===== config.mk =====
export PLATFORM = sky130hd
export DESIGN_NAME = integer_square_root
export DESIGN_NICKNAME = d
export VERILOG_FILES = /design/src/rtl/isqrt_pkg.sv /design/src/rtl/isqrt_stage.sv /design/src/rtl/integer_square_root.sv
export VERILOG_INCLUDE_DIRS = /design/src /design/src/rtl
export SDC_FILE = /design/constraint.sdc
export NUM_CORES = 2
export LEC_CHECK = 0
export ABC_AREA = 1
export CORE_MARGIN = 2
export CORE_UTILIZATION = 50
export DETAILED_ROUTE_END_ITERATION = 16
export DONT_BUFFER_PORTS = 1
export PLACE_DENSITY = 0.74
export SLEW_MARGIN = 25
export SYNTH_ARGS = -nofsm -noshare
export SYNTH_HDL_FRONTEND = slang
export SYNTH_SLANG_ARGS = --single-unit

===== constraint.sdc =====
create_clock -name i_clk -period 7.25 [get_ports i_clk]
set_input_delay 1.8125 -clock i_clk [delete_from_list [all_inputs] [get_ports i_clk]]
set_output_delay 1.8125 -clock i_clk [all_outputs]
set_load 0.005 [all_outputs]

===== src/rtl/integer_square_root_defines.svh =====
// ----------------------------------------------------------------------------
// integer_square_root_defines
// Assertion macros shared by the integer square root RTL.
// ----------------------------------------------------------------------------
`ifndef INTEGER_SQUARE_ROOT_DEFINES_SVH
`define INTEGER_SQUARE_ROOT_DEFINES_SVH

// Same-cycle implication, disabled while reset is asserted.
`define ISQRT_ASSERT_SAME(lbl, clk, rst_n, ante, cons) \
    lbl: assert property (@(posedge clk) disable iff (!(rst_n)) (ante) |-> (cons)) \
        else $error("isqrt assertion failed");

// Next-cycle implication, disabled while reset is asserted.
`define ISQRT_ASSERT_NEXT(lbl, clk, rst_n, ante, cons) \
    lbl: assert property (@(posedge clk) disable iff (!(rst_n)) (ante) |=> (cons)) \
        else $error("isqrt assertion failed");

`endif


===== src/rtl/isqrt_pkg.sv =====
// ----------------------------------------------------------------------------
// isqrt_pkg
// Widths and the stage word type of the integer square root pipeline.
// ----------------------------------------------------------------------------
package isqrt_pkg;

    // Width of the two's complement operand (8..64).
    localparam int OPERAND_BITS = 64;
    // One root bit resolves per stage.
    localparam int ROOT_BITS    = OPERAND_BITS / 2;
    localparam int STAGES       = ROOT_BITS;
    // Fixed width of the root port.
    localparam int ROOT_W       = 32;

    typedef struct packed {
        logic [OPERAND_BITS-1:0] rem;
        logic [OPERAND_BITS-1:0] res;
        logic                    derr;
    } t_stage_data;

endpackage


===== src/rtl/isqrt_stage.sv =====
// ----------------------------------------------------------------------------
// isqrt_stage
// One restoring digit step of the square root: trial subtract at one bit
// position, registered, with an elastic valid/ready handshake.
// ----------------------------------------------------------------------------
module isqrt_stage (
    input  logic                              i_clk,
    input  logic                              i_rst_n,
    input  logic                              i_valid,
    output logic                              o_ready,
    input  isqrt_pkg::t_stage_data            i_data,
    input  logic [isqrt_pkg::OPERAND_BITS-1:0] i_bit,
    output logic                              o_valid,
    input  logic                              i_ready,
    output isqrt_pkg::t_stage_data            o_data
);

    logic                              r_valid;
    isqrt_pkg::t_stage_data            r_data;
    isqrt_pkg::t_stage_data            n_data;
    logic [isqrt_pkg::OPERAND_BITS-1:0] w_trial;
    logic                              w_take;

    assign o_ready = !r_valid || i_ready;
    assign w_trial = i_data.res + i_bit;
    assign w_take  = i_data.rem >= w_trial;

    always_comb begin
        n_data.derr = i_data.derr;
        if (w_take) begin
            n_data.rem = i_data.rem - w_trial;
            n_data.res = (i_data.res >> 1) + i_bit;
        end else begin
            n_data.rem = i_data.rem;
            n_data.res = i_data.res >> 1;
        end
    end

    always_ff @(posedge i_clk) begin
        if (!i_rst_n) begin
            r_valid <= 1'b0;
        end else if (o_ready) begin
            r_valid <= i_valid;
        end
    end

    // Advance the payload only on a taken word; hold it while stalled.
    always_ff @(posedge i_clk) begin
        if (o_ready && i_valid) begin
            r_data <= n_data;
        end
    end

    assign o_valid = r_valid;
    assign o_data  = r_data;

endmodule


===== src/rtl/integer_square_root.sv =====
// ----------------------------------------------------------------------------
// integer_square_root
// Truncated square root of a signed operand, one root bit per pipeline stage.
// ----------------------------------------------------------------------------
// Returns floor(sqrt(operand)) for each input word, reading the low
// OPERAND_BITS bits of i_operand as two's complement. A negative operand
// gives a root of zero with o_domain_error set. The root is built by the
// restoring digit-by-digit method, one bit per register stage, so there are
// ROOT_BITS = OPERAND_BITS/2 stages (32 at the default width). A word enters
// every cycle while the output side keeps taking results. Each word passes
// through the stage registers in order, and the last stage's register
// doubles as the output register. Each stage holds its word when the stage
// after it is full and stalled, so back-pressure ripples upstream through
// the ready chain and nothing is dropped or repeated. Words leave in the
// order they arrived. The block keeps no state between words.
// ----------------------------------------------------------------------------
`include "integer_square_root_defines.svh"

module integer_square_root (
    input  logic                              i_clk,
    input  logic                              i_rst_n,
    input  logic                              i_valid,
    output logic                              o_ready,
    input  logic [63:0]                       i_operand,
    output logic                              o_valid,
    input  logic                              i_ready,
    output logic [isqrt_pkg::ROOT_W-1:0]      o_root,
    output logic                              o_domain_error
);

    logic                               w_valid [0:isqrt_pkg::STAGES];
    logic                               w_ready [0:isqrt_pkg::STAGES];
    isqrt_pkg::t_stage_data             w_data  [0:isqrt_pkg::STAGES];
    logic [isqrt_pkg::OPERAND_BITS-1:0] w_bit   [0:isqrt_pkg::STAGES-1];
    logic                               w_sign;

    // Sign of the operand at its configured width.
    assign w_sign = i_operand[isqrt_pkg::OPERAND_BITS-1];

    // Feed the first stage; a negative operand enters with a zero remainder,
    // so the pipeline naturally yields a zero root for it.
    assign w_valid[0]     = i_valid;
    assign o_ready        = w_ready[0];
    assign w_data[0].rem  = w_sign ? '0 : i_operand[isqrt_pkg::OPERAND_BITS-1:0];
    assign w_data[0].res  = '0;
    assign w_data[0].derr = w_sign;

    genvar g;
    generate
        for (g = 0; g < isqrt_pkg::STAGES; g++) begin : g_stage
            // Trial bit of this stage: 4^(ROOT_BITS-1-g), highest first.
            assign w_bit[g] = {{(isqrt_pkg::OPERAND_BITS-1){1'b0}}, 1'b1}
                              << (2 * (isqrt_pkg::ROOT_BITS - 1 - g));

            isqrt_stage u_stage (
                .i_clk   (i_clk),
                .i_rst_n (i_rst_n),
                .i_valid (w_valid[g]),
                .o_ready (w_ready[g]),
                .i_data  (w_data[g]),
                .i_bit   (w_bit[g]),
                .o_valid (w_valid[g+1]),
                .i_ready (w_ready[g+1]),
                .o_data  (w_data[g+1])
            );
        end
    endgenerate

    // Output side: the last stage is the output register.
    assign w_ready[isqrt_pkg::STAGES] = i_ready;
    assign o_valid        = w_valid[isqrt_pkg::STAGES];
    assign o_domain_error = w_data[isqrt_pkg::STAGES].derr;
    assign o_root         = (isqrt_pkg::ROOT_W)'(
                                w_data[isqrt_pkg::STAGES].res[isqrt_pkg::ROOT_BITS-1:0]);

    // A domain error always comes with a zero root.
    `ISQRT_ASSERT_SAME(a_derr_zero_root, i_clk, i_rst_n,
        o_valid && o_domain_error, o_root == '0)

    // A finished root leaves a remainder no larger than twice the root.
    `ISQRT_ASSERT_SAME(a_rem_bound, i_clk, i_rst_n,
        w_valid[isqrt_pkg::STAGES],
        w_data[isqrt_pkg::STAGES].rem <= (w_data[isqrt_pkg::STAGES].res << 1))

    // A negative word taken in lands in the first stage flagged.
    `ISQRT_ASSERT_NEXT(a_derr_entry, i_clk, i_rst_n,
        i_valid && o_ready && w_sign, w_valid[1] && w_data[1].derr)

endmodule


==> run summary <==
Ranking of synthesized cells by area = edfxtp_1 (61%), ha_1 (5.6%), inv_1 (5.0%), nand2_1 (4.2%), nor2_1 (3.8%)
CTS sink count = 2576
Area of the core = 0.248 mm2
CTS tree = yes
Total congestion overflow = 0
Clock Pin Slew Worst Setup and Hold Paths = 0.06 ns
Layout cell share with drive strength beyond 1 = 4.88%
Lkg Pwr = 50.6 nW
Clock skew = 0.0986 ns
Type of the tightest min-delay check = flop to flop
Rows = 183
Least-Margin Pin Slew = 1.06 ns
Critical path fanouts, max = 5
Post-CTS Setup Bufs = 0
Pwr dens = 220 mW/mm2
Clock latency on the worst-skew pair = 0.95 ns
Root Buffer = clkbuf_16
Initial antenna violation count = 5
Via density per instance = 5.44
Ys flop type = edfxtp_1
Most common library cell in the layout ignoring fill and taps = edfxtp_1
IO Count = 103
Final WL = 292000 um
Cts bufs inserted = 289
Filler Cells Inserted = 20300
Drt initial violations = 7061
DRT antenna net count = 0
Type of the worst setup path = input port to output port
Most frequent cells in the layout = edfxtp_1 (2544), inv_1 (1625), nand2_1 (1395)
Nets = 12100
MaxCap Viol Count = 0
Critical Path Start Type = input port
Setup TNS = 0 ns
WL per Instance = 19.4 um
Register area share after synthesis = 62.0%
GRT Total Usage = 22.8%
Post-synth ARST share = 0%
Global-route wire length before repair = 452000 um
Synth area leader = edfxtp_1
Fmax = 153 MHz
Initial Util = 50.1%
# resized after CTS = 0
Final setup vio count = 0
Unrepaired setup endpoints after global routing = false
DR vias = 81800
Die area = 0.253 mm2
Largest net degree at the start of global routing = 78
Post-synth top area share = 61.5%
Crit end category = output port
Die H = 503 um
Slew Viols, Final = 0
Outcome = complete, no violations
Hpwl dp = 223000 um
Seq cells post-synth = 2576
First-pass iteration count of the detailed router = 7
Register Area = 0.0770 mm2
H-tree level count = 5
WP data arrival = 4.72 ns
Warnings from Yosys = 0
Post-synth EDFFs = 2544
Post-synth cell types = 69
Final hold viol count = 0
CP required = 5.44 ns
Mapped cell area = 0.124 mm2
Die Wd = 503 um
Post-CTS Hold Fix Bufs = 0
Max-slew headroom = 27.7%
Worst VDD drop = 218 uV
Vias in the first global route = 81200
Post-route clock period utilization = 90.1%
Port Buf Inserts = 0
Clock buffer depth = 4
Avg Inst Size Synth = 11.0 um2
Mapped Cells = 11300
Routability cong. = 0.933
# DRC = 0
Multi-input logic area = 0.0407 mm2
Hold WS = 0.407 ns
Area grow syn2layout = 10.6%
Min Tclk post-route = 6.53 ns
[Yosys cell counts, drive strengths merged (2+ instances only)]
| master | instances |
|---|---|
| a311oi | 2 |
| ha | 556 |
| o21a | 28 |
| a21oi | 734 |
| nor4b | 11 |
| or2 | 40 |
| inv | 1651 |
| o311ai | 4 |
| a221oi | 6 |
| nor3b | 4 |
| nor3 | 198 |
| o221ai | 13 |
| xor2 | 506 |
| nor2 | 1285 |
| nand3 | 242 |
| nand4 | 173 |
| clkinv | 3 |
| or4 | 40 |
| edfxtp | 2544 |
| a21o | 9 |
| or3 | 7 |
| a22oi | 2 |
| o31ai | 26 |
| o211ai | 32 |
| dfxtp | 32 |
| a31oi | 50 |
| a41oi | 3 |
| o41ai | 2 |
| o21bai | 27 |
| nand2 | 1396 |
| o2111ai | 16 |
| a2111oi | 6 |
| nor4 | 277 |
| xnor2 | 397 |
| clkbuf | 89 |
| o21ai | 746 |
| a211o | 2 |
| a211oi | 12 |
| a21boi | 24 |
| nand3b | 13 |
| buf | 27 |
| and3 | 11 |
| and3b | 2 |
| and2 | 9 |
[area by class of cell]
class / count / area share (%)
diodes: 3 / 0.00546
clock buffers: 353 / 5.57
clock inverters: 139 / 0.905
inverters: 1654 / 4.52
multi-input cells: 6916 / 29.6
flip-flops and latches: 2576 / 56.0
well taps: 3330 / 3.03
repair buffers: 56 / 0.315
[final timing paths]
check,start,to,slack [ns],cells after the start
setup / recovery,i_ready,o_ready,0.72,16
hold / removal,g_stage[22].u_stage.o_data[0],g_stage[23].u_stage.o_data[0],0.41,0
setup reg to reg,g_stage[25].u_stage.o_data[18],g_stage[26].u_stage.o_data[120],2.64,21
hold reg to reg,g_stage[22].u_stage.o_data[0],g_stage[23].u_stage.o_data[0],0.41,0
[critical path, cell delays in order]
cell	delay (ns)
inv_1	0.09
nand4_4	0.15
nor3_4	0.32
nand4_2	0.19
nor2_4	0.23
nand4_4	0.14
nor2_4	0.20
nand4_4	0.14
nor2_4	0.20
nand4_4	0.13
nor2_4	0.20
nand4_4	0.14
nor2_4	0.24
nand4_4	0.16
nor2_4	0.20
nand4_2	0.16
[power breakdown]
group          internal, mW  leakage (nW)  switching [mW]
clock                  8.20          4.33            5.71
sequential             16.2          23.2          0.0387
combinational        0.0367          23.0          0.0818
total                  24.4          50.6            5.83
[sequential cells by signal, indices dropped and copies added (netlist names)]
signal and cells:
g_stage.u_stage.o_data 2544, g_stage.u_stage.o_valid 32
[routing by layer]
layer  GRT usage, %  vias to the layer above  routed length (um)
met4           6.60                        0                7780
met1           29.4                    39300              123000
met3           3.00                      493               14400
met5              0                        -                   0
li1               -                    39700                   -
met2           40.2                     2312              147000
[metrics by stage]
step / instances / power [mW] / utilization [%] / cell area (um2) / setup slack [ns]
2_1_floorplan: 11300 / 16.6 / - / 124000 / 0.129
3_3_place_gp: 14500 / 16.7 / 51.9 / 129000 / 0.651
3_5_place_dp: 14500 / 16.7 / 51.9 / 129000 / 0.640
4_1_cts: 15000 / 30.6 / 55.4 / 137000 / 0.644
5_1_grt: 15000 / 31.1 / 55.5 / 138000 / 0.458
6_report: 15000 / 30.3 / 55.5 / 138000 / 0.720
[kinds of logic (layout without fill, tap and decap cells)]
| logic type | count (synthesis) | in the layout | synth area share, % |
|---|---|---|---|
| compound gates | 1746 | 1746 | 7.59 |
| xor+xnor | 903 | 903 | 6.36 |
| fa+ha+maj | 556 | 556 | 5.60 |
| buf+inv | 1770 | 2202 | 5.37 |
| flops | 2576 | 2576 | 62.0 |
| mux | 1 | 1 | 0.00906 |
| other cells | 1 | 5 | 0.00302 |
| simple gates | 3708 | 3708 | 13.1 |
Note: power is estimated with default switching activity, not from simulation.
